[config.mk]
export PLATFORM = sky130hd
export DESIGN_NAME = base64_line_wrapped_encoder
export DESIGN_NICKNAME = d
export VERILOG_FILES = /design/src/sv/b64e_pkg.sv /design/src/sv/b64e_front.sv /design/src/sv/b64e_queue.sv /design/src/sv/b64e_back.sv /design/src/sv/base64_line_wrapped_encoder.sv
export SDC_FILE = /design/constraint.sdc
export NUM_CORES = 1
export LEC_CHECK = 0
export ABC_AREA = 1
export BUFFER_PORTS_ARGS = -buffer_cell sky130_fd_sc_hd__buf_2
export CORE_MARGIN = 4
export CORE_UTILIZATION = 36
export CTS_CLUSTER_DIAMETER = 40
export DETAILED_ROUTE_END_ITERATION = 6
export PLACE_DENSITY_LB_ADDON = 0.12
export SLEW_MARGIN = 20
export SYNTH_ARGS = -nofsm -noshare
export SYNTH_HDL_FRONTEND = slang
export SYNTH_HIERARCHICAL = 1
export SYNTH_SLANG_ARGS = --single-unit
[constraint.sdc]
create_clock -name clock -period 6.4 [get_ports clock]
set_clock_uncertainty 0.15 [all_clocks]
set_input_delay 1.92 -clock clock [delete_from_list [all_inputs] [get_ports clock]]
set_output_delay 1.92 -clock clock [all_outputs]
set_load 0.01 [all_outputs]
[src/sv/b64e_pkg.sv]
// Shared types, constants and the symbol table function for the line-wrapped base64 encoder.
`default_nettype none

package b64e_pkg;

   // Line length after reset, in characters.
   localparam logic [7:0] LINE_LENGTH_RESET = 8'd76;

   // Default depth of the job queue between front and back.
   localparam int QUEUE_DEPTH = 2;

   // Special characters.
   localparam logic [7:0] PAD_CHAR = 8'h3D;   // '='
   localparam logic [7:0] CR_CHAR  = 8'h0D;
   localparam logic [7:0] LF_CHAR  = 8'h0A;

   // Kind of work a queued job asks for.
   typedef enum logic [1:0] {
      JOB_FULL = 2'd0,   // three bytes, four symbols, with line wrapping
      JOB_PAD2 = 2'd1,   // two bytes, three symbols and one pad
      JOB_PAD1 = 2'd2    // one byte, two symbols and two pads
   } job_kind_type;

   // One job handed from the front to the back.
   typedef struct packed {
      job_kind_type kind;
      logic [7:0]   byte_a;
      logic [7:0]   byte_b;
      logic [7:0]   byte_c;
      logic         last;
   } job_type;

   // Maps a six-bit value to its character in the standard alphabet.
   function automatic logic [7:0] b64_symbol(input logic [5:0] value);
      logic [7:0] wide;
      wide = {2'b00, value};
      if (value < 6'd26)
         return 8'h41 + wide;
      else if (value < 6'd52)
         return 8'h61 + (wide - 8'd26);
      else if (value < 6'd62)
         return 8'h30 + (wide - 8'd52);
      else if (value == 6'd62)
         return 8'h2B;
      else
         return 8'h2F;
   endfunction

endpackage

`default_nettype wire

[src/sv/b64e_front.sv]
// Front part: collects bytes into groups and queues the encoding jobs.
`default_nettype none

module b64e_front
   import b64e_pkg::*;
(
   input  wire logic       clock,
   input  wire logic       reset,
   input  wire logic       req_valid,
   output logic            req_ready,
   input  wire logic [7:0] req_data_byte,
   input  wire logic       req_end_of_stream,
   input  wire logic       queue_full,
   output logic            push_valid,
   output job_type         push_job
);

   logic [7:0] held_a_ff, held_a_in;
   logic [7:0] held_b_ff, held_b_in;
   logic [1:0] held_count_ff, held_count_in;
   logic       accept;

   // A beat is taken whenever the queue has room, even if it only gets held.
   assign req_ready = !queue_full;
   assign accept    = req_valid && req_ready;

   // Classify the incoming beat: hold it, complete a group, or close the stream.
   always_comb begin
      held_a_in     = held_a_ff;
      held_b_in     = held_b_ff;
      held_count_in = held_count_ff;
      push_valid    = 1'b0;
      push_job.kind   = JOB_FULL;
      push_job.byte_a = held_a_ff;
      push_job.byte_b = held_b_ff;
      push_job.byte_c = req_data_byte;
      push_job.last   = req_end_of_stream;
      if (accept) begin
         if (held_count_ff == 2'd2) begin
            push_valid    = 1'b1;
            held_count_in = 2'd0;
         end else if (req_end_of_stream) begin
            push_valid      = 1'b1;
            push_job.byte_c = 8'd0;
            if (held_count_ff == 2'd1) begin
               push_job.kind   = JOB_PAD2;
               push_job.byte_b = req_data_byte;
            end else begin
               push_job.kind   = JOB_PAD1;
               push_job.byte_a = req_data_byte;
               push_job.byte_b = 8'd0;
            end
            held_count_in = 2'd0;
         end else if (held_count_ff == 2'd1) begin
            held_b_in     = req_data_byte;
            held_count_in = 2'd2;
         end else begin
            held_a_in     = req_data_byte;
            held_count_in = 2'd1;
         end
      end
   end

   // Group registers; only the count needs reset.
   always_ff @(posedge clock) begin
      if (reset) begin
         held_count_ff <= 2'd0;
      end else begin
         held_count_ff <= held_count_in;
      end
      held_a_ff <= held_a_in;
      held_b_ff <= held_b_in;
   end

   // The group never holds three bytes; the third always forms a job.
   held_count_below_three: assert property (@(posedge clock) disable iff (reset)
      held_count_ff != 2'd3)
      else $error("front holds three bytes");

endmodule

`default_nettype wire

[src/sv/b64e_queue.sv]
// Short job queue that decouples the front from the back.
`default_nettype none

module b64e_queue
   import b64e_pkg::*;
#(
   parameter int DEPTH = QUEUE_DEPTH
) (
   input  wire logic    clock,
   input  wire logic    reset,
   input  wire logic    push,
   input  wire job_type push_job,
   input  wire logic    pop,
   output logic         full,
   output logic         head_valid,
   output job_type      head_job
);

   localparam int PTR_W = (DEPTH > 1) ? $clog2(DEPTH) : 1;
   localparam int CNT_W = $clog2(DEPTH + 1);

   job_type            entries_ff [DEPTH];
   logic [PTR_W-1:0]   wr_ptr_ff, wr_ptr_in;
   logic [PTR_W-1:0]   rd_ptr_ff, rd_ptr_in;
   logic [CNT_W-1:0]   count_ff, count_in;
   logic               do_push, do_pop;

   assign full       = (count_ff == CNT_W'(DEPTH));
   assign head_valid = (count_ff != '0);
   assign head_job   = entries_ff[rd_ptr_ff];
   assign do_push    = push && !full;
   assign do_pop     = pop && head_valid;

   // Pointer and fill count updates, wrapping at the depth.
   always_comb begin
      wr_ptr_in = wr_ptr_ff;
      rd_ptr_in = rd_ptr_ff;
      count_in  = count_ff;
      if (do_push)
         wr_ptr_in = (wr_ptr_ff == PTR_W'(DEPTH - 1)) ? '0 : wr_ptr_ff + PTR_W'(1);
      if (do_pop)
         rd_ptr_in = (rd_ptr_ff == PTR_W'(DEPTH - 1)) ? '0 : rd_ptr_ff + PTR_W'(1);
      if (do_push && !do_pop)
         count_in = count_ff + CNT_W'(1);
      else if (do_pop && !do_push)
         count_in = count_ff - CNT_W'(1);
   end

   always_ff @(posedge clock) begin
      if (reset) begin
         wr_ptr_ff <= '0;
         rd_ptr_ff <= '0;
         count_ff  <= '0;
      end else begin
         wr_ptr_ff <= wr_ptr_in;
         rd_ptr_ff <= rd_ptr_in;
         count_ff  <= count_in;
      end
      if (do_push)
         entries_ff[wr_ptr_ff] <= push_job;
   end

   // The fill count never exceeds the depth.
   count_in_range: assert property (@(posedge clock) disable iff (reset)
      count_ff <= CNT_W'(DEPTH))
      else $error("queue count beyond depth");

endmodule

`default_nettype wire

[src/sv/b64e_back.sv]
// Back part: turns queued jobs into characters, inserting CR LF at line ends.
`default_nettype none

module b64e_back
   import b64e_pkg::*;
(
   input  wire logic       clock,
   input  wire logic       reset,
   input  wire logic [7:0] line_length,
   input  wire logic       head_valid,
   input  wire job_type    head_job,
   output logic            pop,
   output logic            rsp_valid,
   input  wire logic       rsp_ready,
   output logic [7:0]      rsp_out_char,
   output logic            rsp_last_of_run
);

   typedef enum logic [2:0] {
      PH_SYM = 3'b001,
      PH_CR  = 3'b010,
      PH_LF  = 3'b100
   } phase_type;

   phase_type  phase_ff, phase_in;
   logic [1:0] idx_ff, idx_in;
   logic [7:0] pos_ff, pos_in;
   logic       rsp_valid_ff;
   logic [7:0] rsp_out_char_ff;
   logic       rsp_last_of_run_ff;

   logic       out_free;
   logic       advance;
   logic       finish;
   logic [5:0] sextet;
   logic [7:0] sym_char;
   logic [7:0] pos_inc;
   logic [7:0] char_sel;

   assign out_free = !rsp_valid_ff || rsp_ready;
   assign advance  = head_valid && out_free;
   assign pop      = advance && finish;
   assign pos_inc  = pos_ff + 8'd1;
   assign sym_char = b64_symbol(sextet);

   // Pick the six bits for the current symbol.
   always_comb begin
      unique case (idx_ff)
         2'd0:    sextet = head_job.byte_a[7:2];
         2'd1:    sextet = {head_job.byte_a[1:0], head_job.byte_b[7:4]};
         2'd2:    sextet = {head_job.byte_b[3:0], head_job.byte_c[7:6]};
         default: sextet = head_job.byte_c[5:0];
      endcase
   end

   // Sequencer: one character per cycle unless stalled; CR LF on full groups.
   always_comb begin
      phase_in = phase_ff;
      idx_in   = idx_ff;
      pos_in   = pos_ff;
      finish   = 1'b0;
      char_sel = sym_char;
      unique case (phase_ff)
         PH_SYM: begin
            if (head_job.kind == JOB_FULL) begin
               if (pos_inc >= line_length) begin
                  phase_in = PH_CR;
                  pos_in   = 8'd0;
               end else begin
                  pos_in = pos_inc;
                  if (idx_ff == 2'd3)
                     finish = 1'b1;
                  else
                     idx_in = idx_ff + 2'd1;
               end
            end else begin
               if (idx_ff == 2'd3 || (idx_ff == 2'd2 && head_job.kind == JOB_PAD1))
                  char_sel = PAD_CHAR;
               if (idx_ff == 2'd3)
                  finish = 1'b1;
               else
                  idx_in = idx_ff + 2'd1;
            end
         end
         PH_CR: begin
            char_sel = CR_CHAR;
            phase_in = PH_LF;
         end
         PH_LF: begin
            char_sel = LF_CHAR;
            phase_in = PH_SYM;
            if (idx_ff == 2'd3)
               finish = 1'b1;
            else
               idx_in = idx_ff + 2'd1;
         end
         default: begin
            phase_in = PH_SYM;
         end
      endcase
      if (finish) begin
         idx_in = 2'd0;
         if (head_job.last)
            pos_in = 8'd0;
      end
   end

   // Sequencer state and output register.
   always_ff @(posedge clock) begin
      if (reset) begin
         phase_ff     <= PH_SYM;
         idx_ff       <= 2'd0;
         pos_ff       <= 8'd0;
         rsp_valid_ff <= 1'b0;
      end else begin
         if (advance) begin
            phase_ff <= phase_in;
            idx_ff   <= idx_in;
            pos_ff   <= pos_in;
         end
         if (out_free)
            rsp_valid_ff <= head_valid;
      end
      if (advance) begin
         rsp_out_char_ff    <= char_sel;
         rsp_last_of_run_ff <= finish;
      end
   end

   assign rsp_valid       = rsp_valid_ff;
   assign rsp_out_char    = rsp_out_char_ff;
   assign rsp_last_of_run = rsp_last_of_run_ff;

   // A CR beat is always followed by an LF beat.
   cr_then_lf: assert property (@(posedge clock) disable iff (reset)
      (advance && phase_ff == PH_CR) |=> (phase_ff == PH_LF))
      else $error("CR not followed by LF");

   // Finishing the last job of a stream returns the line position to zero.
   stream_end_clears_position: assert property (@(posedge clock) disable iff (reset)
      (pop && head_job.last) |=> (pos_ff == 8'd0 && idx_ff == 2'd0))
      else $error("line position not cleared at stream end");

endmodule

`default_nettype wire

[src/sv/base64_line_wrapped_encoder.sv]
// Path: a byte that completes a group or ends the stream becomes a job in the queue, and its
// first character passes through the back part's output register before it can be taken.
// Throughput: one character per cycle from the back part while a job is queued and the receiver
// is ready; a full group yields four to twelve characters for three bytes, a closing short group four.
// Reset: synchronous; clears the held group, the job queue, the line position and
// returns the line length to 76.
`default_nettype none

module base64_line_wrapped_encoder
   import b64e_pkg::*;
#(
   parameter int QUEUE_DEPTH_P = QUEUE_DEPTH
) (
   input  wire logic       clock,
   input  wire logic       reset,
   input  wire logic       req_valid,
   output logic            req_ready,
   input  wire logic [7:0] req_data_byte,
   input  wire logic       req_end_of_stream,
   output logic            rsp_valid,
   input  wire logic       rsp_ready,
   output logic [7:0]      rsp_out_char,
   output logic            rsp_last_of_run,
   input  wire logic       csr_wr_en,
   input  wire logic [7:0] csr_wr_data
);

   logic [7:0] line_length_ff;
   logic       queue_full;
   logic       push_valid;
   job_type    push_job;
   logic       head_valid;
   job_type    head_job;
   logic       pop;

   // Line length register.
   always_ff @(posedge clock) begin
      if (reset) begin
         line_length_ff <= LINE_LENGTH_RESET;
      end else if (csr_wr_en) begin
         line_length_ff <= csr_wr_data;
      end
   end

   b64e_front u_front (
      .clock             (clock),
      .reset             (reset),
      .req_valid         (req_valid),
      .req_ready         (req_ready),
      .req_data_byte     (req_data_byte),
      .req_end_of_stream (req_end_of_stream),
      .queue_full        (queue_full),
      .push_valid        (push_valid),
      .push_job          (push_job)
   );

   b64e_queue #(
      .DEPTH (QUEUE_DEPTH_P)
   ) u_queue (
      .clock      (clock),
      .reset      (reset),
      .push       (push_valid),
      .push_job   (push_job),
      .pop        (pop),
      .full       (queue_full),
      .head_valid (head_valid),
      .head_job   (head_job)
   );

   b64e_back u_back (
      .clock           (clock),
      .reset           (reset),
      .line_length     (line_length_ff),
      .head_valid      (head_valid),
      .head_job        (head_job),
      .pop             (pop),
      .rsp_valid       (rsp_valid),
      .rsp_ready       (rsp_ready),
      .rsp_out_char    (rsp_out_char),
      .rsp_last_of_run (rsp_last_of_run)
   );

endmodule

`default_nettype wire

; After elaboration in Yosys (flattened, before gate mapping)
; Memories as Yosys holds them, arrays and structs flattened. A register that Yosys moved wholly into a read port is not among the register bits.
; Cells that the tools add are included.
[classes]
addsub = 11
mul = 0
n_div = 0
n_lt_le_gt_ge = 4
eq_ne = 14
n_shift = 0
n_mux = 45
bitwise_logic = 2
n_reduce_logical = 23
[op_table]
columns = cell, count
row1 = $mux 8, 12
row2 = $mux 26, 3
row3 = $pmux 8 s3, 1
row4 = $mux 2, 10
row5 = $pmux 6 s3, 1
row6 = $lt 6x6->1 const B, 2
row7 = $mux 1, 12
row8 = $eq 2x2->1 const B, 5
row9 = $mux 3, 3
row10 = $reduce_and 3->1, 3
row11 = $add 6x8->8 const A, 1
row12 = $add 7x6->8 const A, 1
row13 = $add 7x8->8 const A, 1
row14 = $add 8x1->8 const B, 1
row15 = $ge 8x8->1, 1
row16 = $logic_and 1x1->1, 8
row17 = $sub 6x5->7 const B, 1
row18 = $sub 6x6->7 const B, 1
row19 = $eq 6x6->1 const B, 1
row20 = $lt 6x5->1 const B, 1
row21 = $pmux 3 s2, 1
row22 = $add 2x1->2 const B, 2
row23 = $eq 2x1->1 const B, 2
row24 = $logic_not 1->1, 4
row25 = other kinds (15), 21
[word_totals]
reg_bits = 53
latchBits = 0
mem_bits_rw = 54
mem_bits_ro = 0
inputBits = 22
output_inout_bits = 11
word_cells = 113
memories = 1
[memory_table]
columns = memory, words, word_bits, read_ports, rd_clocked_by_memory_dff, write_ports, line
row1 = u_queue.entries_ff, 2, 27, 1, 1, 1, b64e_queue.sv:22  ; job_type entries_ff [DEPTH];

; Depth between registers and ports, before layout
; Gate-level depths: netlist (run 1).
[logic_depth]
depth_word = 10
ltp_mapped = 22
ltp_nobuf = 22

; Modules after synthesis
; The synthesis (run 1) kept the hierarchy.
[by_module_without_submodules]
columns = mod, n_inst, cells_per_inst, area_per_inst_um2, seq_area_each_um2
row1 = b64e_back, 1, 361, 2393.5, 550.5
row2 = b64e_queue, 1, 121, 2296.0, 1721.7
row3 = b64e_front, 1, 118, 1069.8, 520.5
row4 = base64_line_wrapped_encoder, 1, 45, 310.3, 160.2

; Worst setup path after synthesis (run 1)
; OpenSTA, ideal clock, no wires.
[synth_timing]
kind = in2reg
startpoint = in req_end_of_stream
endpoint = mem u_queue/entries_ff[1][0] in the netlist's numbering, enable pin
setup_time_ps = 411
arrival_ps = 3390
t_required_ps = 5839
path_slack_ps = 2449
path_stages = 4
n_path_buf = 0
cell_sequence = inv_1 > a21oi_1 > o21ai_2 > nor2_1
[synth_between]
elab_chain_len = 6
[synth_lines]
columns = element, line
row1 = start: declaration, base64_line_wrapped_encoder.sv:19  ; input wire logic req_end_of_stream,
row2 = $mux 1, b64e_front.sv:42  ; end else if (req_end_of_stream) begin
row3 = $mux 1, b64e_front.sv:39  ; if (held_count_ff == 2'd2) begin
row4 = $mux 1, b64e_front.sv:38  ; if (accept) begin
row5 = net push_valid, base64_line_wrapped_encoder.sv:30  ; logic push_valid;
row6 = $logic_and 1x1->1, b64e_queue.sv:31  ; assign do_push = push && !full;
row7 = $mux 1, b64e_queue.sv:59  ; if (do_push)
row8 = $mux 1 (not written as such), b64e_queue.sv:60  ; entries_ff[wr_ptr_ff] <= push_job;
row9 = end: declaration, b64e_queue.sv:22
; The timed path passes the listed nets, and every way through them passes these cells.

==> results of run 1 <==
worst reg2reg max path, cell delays in order (launching register included):
cell     delay, ps
dfxtp_1        820
buf_4          400
mux2_4         320
or2_2          300
and2_1         240
inv_1          130
ha_1           190
inv_1           80
nand3_4        130
nor2_4          50
nor2_4         180
nor2_4          60
nand2_1         80
nand3_1         80
nand2_1         90
a21oi_2         50
power breakdown:
group | internal (W) | switching, W | leakage [nW]
sequential | 0.000814 | 0.0000179 | 0.969
combinational | 0.000182 | 0.000337 | 1.76
clock | 0.000306 | 0.000261 | 0.144
total | 0.00130 | 0.000615 | 2.87
Yosys cell counts, types with 6 or more instances:
master and instances:
ha_1 25, inv_1 81, a21oi_1 28, xor2_1 8, o21ai_0 17, nand2_1 169
nor2_1 53, mux2_4 20, nand2_2 18, nand4_1 6, nor2_4 6, dfxtp_1 29
edfxtp_1 79, o21ai_2 10, mux2_2 7, nand3_1 29
layout make-up:
type	count	area (um2)	area share (%)
Sequential cell	108	2950	44.3
Clock inverter	7	76.3	1.14
Clock buffer	9	225	3.38
Multi-Input combinational cell	435	2610	39.2
Tap cell	220	275	4.13
Inverter	88	347	5.20
Timing Repair Buffer	35	183	2.74
through the flow:
step | util, % | hold slack, ps | setup WS [ps] | instances | power, W
after floorplan | - | 279 | 2450 | 645 | 0.00126
after global placement | 38.5 | 301 | 2700 | 886 | 0.00137
after detailed placement | 38.5 | 303 | 2640 | 886 | 0.00137
after CTS | 40.4 | 322 | 2760 | 902 | 0.00195
after global routing | 40.4 | 351 | 2560 | 902 | 0.00205
final | 40.4 | 315 | 2820 | 902 | 0.00192
worst paths after layout:
path	endpoint	slack, ps
setup / recovery	u_back/rsp_out_char[5]	2820
setup reg to reg	u_back/rsp_out_char[5]	2820
hold reg to reg	line_length_ff[2]	320
hold / removal	line_length_ff[2]	320
state kept, by name (all words and copies together) (netlist names), 3 cells and up, named ones only:
register,cells
u_front/held_b_ff,8
u_queue/entries_ff,54
u_back/phase_ff,3
u_back/pos_ff,8
u_back/rsp_out_char,8
u_front/held_a_ff,8
line_length_ff,8
layer usage:
metal | share of wire (%) | GRT usage (%) | routed length (um)
met4 | 1.4 | 4.39 | 158
met1 | 48 | 18.0 | 5660
met2 | 47 | 21.5 | 5480
met3 | 3.4 | 2.99 | 400
met5 | 0 | 0 | 0
cell families (layout without fill, tap and decap cells):
kind of cell               Yosys count  after routing
adders and majority gates           25             25
buffers and inverters              102            139
xor gates and xnor gates            10             10
muxes                               27             27
DFF                                108            108
AOI/OAI and AO/OA                   69             69
and+or+nand+nor                    304            304
cells in the final DEF, fill, tap and decap left out, types with 7 or more instances in the layout:
| master | instances |
|---|---|
| nand2_1 | 169 |
| inv_1 | 81 |
| edfxtp_1 | 79 |
| nor2_1 | 51 |
| buf_2 | 32 |
| nand3_1 | 29 |
| dfxtp_1 | 29 |
| a21oi_1 | 28 |
| ha_1 | 25 |
| mux2_4 | 20 |
| nand2_2 | 18 |
| o21ai_0 | 17 |
| o21ai_2 | 10 |
| clkbuf_16 | 9 |
| xor2_1 | 8 |
| mux2_2 | 7 |
==> results.yml, run 1 <==
outcome:
  status: "completed"
yosys:
  synth_top_area_cell: "edfxtp_1"
  netlist_instances: 645
  async_flop_share_pct: 0
  syn_avg_cell_area_um2: 9.41
  synth-adder-area-share_pct: 5.15
  synthMuxAreaShare_pct: 6.25
  syn_nets: 692
  synthFlopType: "edfxtp_1"
  syn_area_um2: 6070
  synthSimpleGateAreaFrac_pct: 23.1
  synth_top_area_share_pct: 39.1
  synth_compound_area_share_pct: 7.01
  synth_area_leaders: "edfxtp_1, nand2_1, dfxtp_1"
  synth_xor_area_share_pct: 1.44
  synth_top_family_by_area: "simple AND/OR/NAND/NOR gates"
  yosys_warnings: 6
  synth.distinct_cells: 48
  ys_seq_area_share_pct: 48.6
  synth-edff-count: 79
  synth-seq-cells: 108
global_route:
  grt_pass1_vias: 4035
  antenna_found_initial: 0
  grt_pass1_wl_mm: 19.9
  track_usage_pct: 13.4
  grt_max_degree: 28
  gr-total-overflow: 0
detailed_routing:
  wl_per_cell_um: 13.0
  finalWirelength_mm: 11.7
  drt_iter0_markers: 261
  drt-pass1-iter-count: 4
  vias_per_cell: 4.58
  drt_drc_violations_left: 0
  via_count: 4135
  final_antenna_net_count: 0
sta:
  slew_violations: 0
  final_hold_viol_count: 0
  tns_ps: 0
  finalSetupViolCount: 0
  tightest_slew_ps: 762
  fmax_mhz: 279
  slew_headroom_pct: 49.0
  rsz0062_at_grt: "false"
  period_share_pct: 55.9
  period_needed_ps: 3580
cells_and_area:
  fin_area_um2: 6670
  area_delta_synth_final_pct: 9.92
  post_route_cells_drive_above_1_share_pct: 20.4
  fillCellCount: 1655
  antenna_cells: 0
  layout.nets: 724
run:
  drv_cap: 0
die:
  die_w_um: 138
  rows: 47
  ios: 33
  dieHeight_um: 138
  die-area_um2: 19000
  core_area_um2: 16500
  start_util_pct: 36.7
clock_network:
  numCtsBuffers: 9
  htreeDepth: 3
  cts_setup_buffers: 0
  cts_sinks: 108
  clockRootBuffer: "clkbuf_16"
  clockBufferDepth: 2
  hold_buffers: 0
  post_cts_resized: 0
  cts_tree: "done"
  clk_latency_ps: 350
  clk_pin_slew_worst_paths_ps: 70
pwr:
  power_leakage_nw: 2.87
  vdd_drop_max_mv: 0.138
  powerDensity_nw_per_um2: 287
placement:
  dp_hpwl_mm: 8.77
  port-buffer-count: 32
  finalWeightedCongestion: 0.798
  placed_cell_area_um2: 6370
worst_setup_path:
  cp_max_fo: 15
  path_depth: 15
  startpoint_type: "flip-flop"
  required_ps: 6360
  crit_chain: "buf_4, mux2_4, or2_2, and2_1, inv_1, ha_1, inv_1, nand3_4, nor2_4, nor2_4, nor2_4, nand2_1, nand3_1, nand2_1, a21oi_2"
  worstRegToRegCells: 15
  critPathCaptureType: "flip-flop"
  critPathTopFamily: "simple AND/OR/NAND/NOR gates"
  worst_path_most_repeated_cell: "nor2_4"
  slowest_delay_ps: 820
  cp.arrival_ps: 3540
  criticalPathCategory: "reg2reg"
  crit_slowest_cell: "dfxtp_1"
  path_buf_inv: 3
worst_hold_path:
  min_path_cells: 2
  min_path_type: "reg2reg"
  holdCritStartpoint: "line_length_ff[2]"
No activity file was read; power rests on OpenSTA's default activity.
==> run 2, diff against run 1 <==
Clock period 6.4 ns to 3.5 ns, I/O delays scaled along.
==> run 2 against run 1 <==
Sequential share of layout area about the same. Critical path depth increased by 5. Final area increased by 0.15%. Cell count increased by 0.22%. Utilization increased by 0.061 points. Combinational power increased by 82%. Power increased by 79%. Sequential power increased by 83%. Worst hold slack got worse by 2.7 ps. Count of clock-buffer cells in the layout unchanged. Clock power increased by 72%. Register-to-register slack got worse by 2400 ps.
==> results.yml, run 2 (synthesized netlist as in run 1, its figures left out) <==
die:
  rows: 47
  die_w_um: 138
  ios: 33
  start_util_pct: 36.7
  core_area_um2: 16500
  die-area_um2: 19000
  dieHeight_um: 138
global_route:
  grt_pass1_vias: 4027
  track_usage_pct: 13.2
  grt_pass1_wl_mm: 19.7
  grt_max_degree: 28
  antenna_found_initial: 0
  gr-total-overflow: 0
clock_network:
  htreeDepth: 3
  cts_sinks: 108
  clk_pin_slew_worst_paths_ps: 70
  clockRootBuffer: "clkbuf_16"
  hold_buffers: 0
  numCtsBuffers: 9
  cts_tree: "done"
  clockBufferDepth: 2
  clk_latency_ps: 350
placement:
  finalWeightedCongestion: 0.859
  dp_cells: 888
  port-buffer-count: 32
  dp_slack_ps: 396
  dp_hpwl_mm: 8.56
detailed_routing:
  top_layer: "met4"
  final_antenna_net_count: 0
  finalWirelength_mm: 11.4
  wl_per_cell_um: 12.6
  route.met2.wl_mm: 5.34
  vias_per_cell: 4.54
  via_count: 4104
  drt-met1-wl_mm: 5.58
  wl_met3_um: 345
  drt-pass1-iter-count: 4
  drt_iter0_markers: 212
  drt_drc_violations_left: 0
pwr:
  powerDensity_nw_per_um2: 514
  power_leakage_nw: 2.88
  p_switching_w: 0.00111
  vdd_drop_max_mv: 0.264
  power_frac_comb_pct: 27.5
  switching_share_pct: 32.4
  power_frac_clock_pct: 28.3
  p_int_w: 0.00232
  seq_power_share_pct: 44.2
worst_setup_path:
  cp.arrival_ps: 3240
  criticalPathCategory: "reg2reg"
  regToRegStartpoint: "u_back/pos_ff[2]"
  path_buf_inv: 3
  critPathCaptureType: "flip-flop"
  cp_max_fo: 5
  required_ps: 3640
  slowest_delay_ps: 410
  crit_chain: "nand3_1, nor2_1, nand3_1, nand2_1, inv_1, ha_1, a21oi_1, nor2_1, nor2_1, nand4_1, nand3_1, nand2_1, nor2_1, nand2_1, ha_1, inv_1, nand3_1, nand2_1, inv_1, nor2_1"
  worst_path_most_repeated_cell: "nor2_1"
  crit_slowest_cell: "dfxtp_1"
  critPathTopFamily: "simple AND/OR/NAND/NOR gates"
  startpoint_type: "flip-flop"
  cp-startpoint: "u_back/pos_ff[2]"
sta:
  fin_ws_ps: 405
  slew_violations: 0
  tns_ps: 0
  final_hold_viol_count: 0
  finalSetupViolCount: 0
  period_needed_ps: 3100
  slew_headroom_pct: 47.9
  fmax_mhz: 323
  rsz0062_at_grt: "false"
  period_share_pct: 88.4
  tightest_slew_ps: 779
cells_and_area:
  largest_register_ffs: 54
  final_cell_mix: "nand2_1, inv_1, edfxtp_1"
  layout.nets: 726
  fin_cells: 904
  layout_commonest_cell: "nand2_1"
  postLayoutCoreUtil_pct: 40.4
  post_route_cells_drive_above_1_share_pct: 20.8
  area_delta_synth_final_pct: 10.1
  antenna_cells: 0
  largest_register: "u_queue/entries_ff"
worst_hold_path:
  holdCritStartpoint: "line_length_ff[3]"
  min_path_type: "reg2reg"
outcome:
  status: "completed"
run:
  drv_cap: 0
[run 2: cell count changes in the layout (fill, tap and decap cells not counted), sizes merged]
cell | previous run | this run
clkinvlp | 1 | 0
bufinv | 1 | 0
clkinv | 6 | 5
inv | 87 | 90
buf | 35 | 37
[run 2: area by class of cell]
cell class	count	area (um2)
flip-flops and latches	108	2950
repair buffers	37	210
fillers	1642	9840
multi-input cells	435	2610
inverters	88	347
clock inverters	7	57.6
clock buffers	9	225
well taps	220	275
[run 2: metrics by stage]
stage,cell area (um2),hold WS [ps],power [W]
detailed placement,6400,302,0.00250
global placement,6400,299,0.00249
global route,6680,355,0.00369
floorplan,6070,279,0.00230
finish,6680,313,0.00344
CTS,6680,321,0.00350
[run 2: what timing repair did]
| action | 4_1_cts | 5_1_grt |
|---|---|---|
| hold endpoints to repair | 0 | 0 |
| buffers inserted | 0 | 0 |
| resized for setup | 0 | 1 |
| setup endpoints to repair | 0 | 1 |
[run 2: worst min-delay path, delay by kind of cell (launching register included)]
kind	cells	cell delay, ps
and+or+nand+nor	2	100
DFF	1	330
[run 2: path summary, 6_finish.rpt]
check,slack (ps),to,cells past startpoint
max,400,u_queue/count_ff[1],20
min,310,line_length_ff[3],2
max reg2reg,400,u_queue/count_ff[1],20
min reg2reg,310,line_length_ff[3],2
[run 2: routing by layer]
metal / up-vias / GRT usage (%)
met5: - / 0
met4: 0 / 2.96
met3: 6 / 3.54
met2: 38 / 21.8
met1: 1878 / 17.5
li1: 2182 / -
[run 2: power groups by stage]
stage               clock [W]  combinational (W)  sequential (W)
finish               0.000971           0.000945         0.00152
global route          0.00107            0.00110         0.00153
CTS                   0.00102           0.000958         0.00152
detailed placement          0           0.000954         0.00155
global placement            0           0.000947         0.00155
floorplan                   0           0.000735         0.00156
==> run 3, diff against run 2 <==
Clock period 3.5 ns to 3.6 ns, I/O delays scaled along.
==> run 3 against run 2 <==
Final area up 0.21%. Combinational power down 2.3%. Sequential power down 3%. Sequential share of layout area down 0.11 points. Critical path depth down 1. Cell count unchanged. Worst hold slack worse by 6.3 ps. Maximum frequency about the same. Setup slack better by 99 ps. Non-clock buffer count unchanged. Critical endpoint unchanged. Highest routed layer unchanged.
==> results.yml, run 3 (synthesized netlist as in run 1, its figures left out) <==
outcome:
  status: "completed"
cells_and_area:
  layout_commonest_cell: "nand2_1"
  fin_area_um2: 6700
  area_delta_synth_final_pct: 10.3
  post_route_cells_drive_above_1_share_pct: 20.6
  largest_register: "u_queue/entries_ff"
  antenna_cells: 0
  final_cell_mix: "nand2_1, inv_1, edfxtp_1"
  layout.nets: 726
  largest_register_ffs: 54
detailed_routing:
  drt-pass1-iter-count: 4
  drt_drc_violations_left: 0
  drt_iter0_markers: 291
  wl_per_cell_um: 12.7
  via_count: 4084
  vias_per_cell: 4.52
  final_antenna_net_count: 0
  finalWirelength_mm: 11.5
pwr:
  seq_power_share_pct: 43.4
  p_switching_w: 0.00109
  vdd_drop_max_mv: 0.232
  power_frac_comb_pct: 27.1
  switching_share_pct: 31.9
  p_total_w: 0.00341
  powerDensity_nw_per_um2: 509
  power_leakage_nw: 2.89
  power_frac_clock_pct: 29.5
  p_int_w: 0.00232
clock_network:
  clk_pin_slew_worst_paths_ps: 70
  cts_tree: "done"
  htreeDepth: 3
  cts_setup_buffers: 0
  hold_buffers: 0
  numCtsBuffers: 9
  post_cts_resized: 0
  clockBufferDepth: 2
  clk_latency_ps: 350
  clockRootBuffer: "clkbuf_16"
  cts_sinks: 108
die:
  die_w_um: 138
  ios: 33
  die-area_um2: 19000
  dieHeight_um: 138
  core_area_um2: 16500
  rows: 47
  start_util_pct: 36.7
sta:
  tightest_slew_ps: 733
  tns_ps: 0
  fin_ws_ps: 503
  period_needed_ps: 3100
  hold_slack_ps: 306
  slew_headroom_pct: 51.0
  fmax_mhz: 323
  rsz0062_at_grt: "false"
  finalSetupViolCount: 0
  slew_violations: 0
  period_share_pct: 86.0
  final_hold_viol_count: 0
worst_setup_path:
  criticalPathCategory: "reg2reg"
  reg2reg_to: "u_queue/count_ff[1]"
  cp.arrival_ps: 3240
  cp_max_fo: 5
  worstRegToRegCells: 19
  critPathCaptureType: "flip-flop"
  regToRegStartpoint: "u_back/pos_ff[0]"
  r2r_setup_slack_ps: 500
  startpoint_type: "flip-flop"
  required_ps: 3740
worst_hold_path:
  min_path_type: "reg2reg"
  hold_end: "line_length_ff[3]"
  min_path_cells: 2
  holdCritStartpoint: "line_length_ff[3]"
global_route:
  grt_pass1_wl_mm: 19.9
  track_usage_pct: 13.4
  grt_pass1_vias: 4075
  gr-total-overflow: 0
  antenna_found_initial: 0
  grt_max_degree: 28
placement:
  placed_cell_area_um2: 6400
  finalWeightedCongestion: 0.854
  dp_hpwl_mm: 8.52
  port-buffer-count: 32
  dp_slack_ps: 524
run:
  drv_cap: 0
run 3: worst max path at each step:
stage,start,end,slack (ps),cells after the start
final,u_back/pos_ff[0],u_queue/count_ff[1],500,19
after global routing,u_back/pos_ff[0],u_queue/count_ff[1],90,19
after CTS,u_back/pos_ff[0],u_queue/count_ff[1],500,19
after detailed placement,u_back/pos_ff[0],u_queue/count_ff[1],520,19
after global placement,u_back/pos_ff[5],u_queue/count_ff[1],530,18
after floorplan,req_end_of_stream,u_queue/entries_ff[1][0],490,4
run 3: power groups by stage:
stage / combinational (W) / sequential (W) / clock [W]
global placement: 0.000923 / 0.00150 / 0
detailed placement: 0.000930 / 0.00151 / 0
finish: 0.000923 / 0.00148 / 0.00101
CTS: 0.000934 / 0.00148 / 0.00105
global route: 0.00107 / 0.00149 / 0.00110
floorplan: 0.000715 / 0.00152 / 0
run 3: stage by stage:
stage          cells  utilization (%)
2_1_floorplan    645                -
3_3_place_gp     888             38.7
3_5_place_dp     888             38.7
4_1_cts          904             40.5
5_1_grt          904             40.5
6_report         904             40.5
run 3: cell type report:
type / instances / area, um2
Fill cell: 1656 / 9830
Sequential cell: 108 / 2950
Tap cell: 220 / 275
Clock inverter: 7 / 72.6
Clock buffer: 9 / 225
Inverter: 88 / 347
Multi-Input combinational cell: 435 / 2610
Timing Repair Buffer: 37 / 210
run 3: per-layer routing:
metal	track usage [%]	part of all wire, %
met4	4.34	1.5
met2	21.7	46
met3	2.81	3.3
met5	0	0
met1	17.9	49
run 3: worst max-delay path: stages (launching register included):
cell	delay (ps)
dfxtp_1	420
ha_1	210
nand3_1	110
nand3b_1	190
xor2_1	200
ha_1	260
nand2_1	70
nor2_1	50
nor2_1	130
nand4_1	160
nand3_1	120
nand2_1	70
nor2_1	170
nand2_1	90
ha_1	320
inv_1	80
nand3_1	70
nand2_1	60
inv_1	30
nor2_1	80
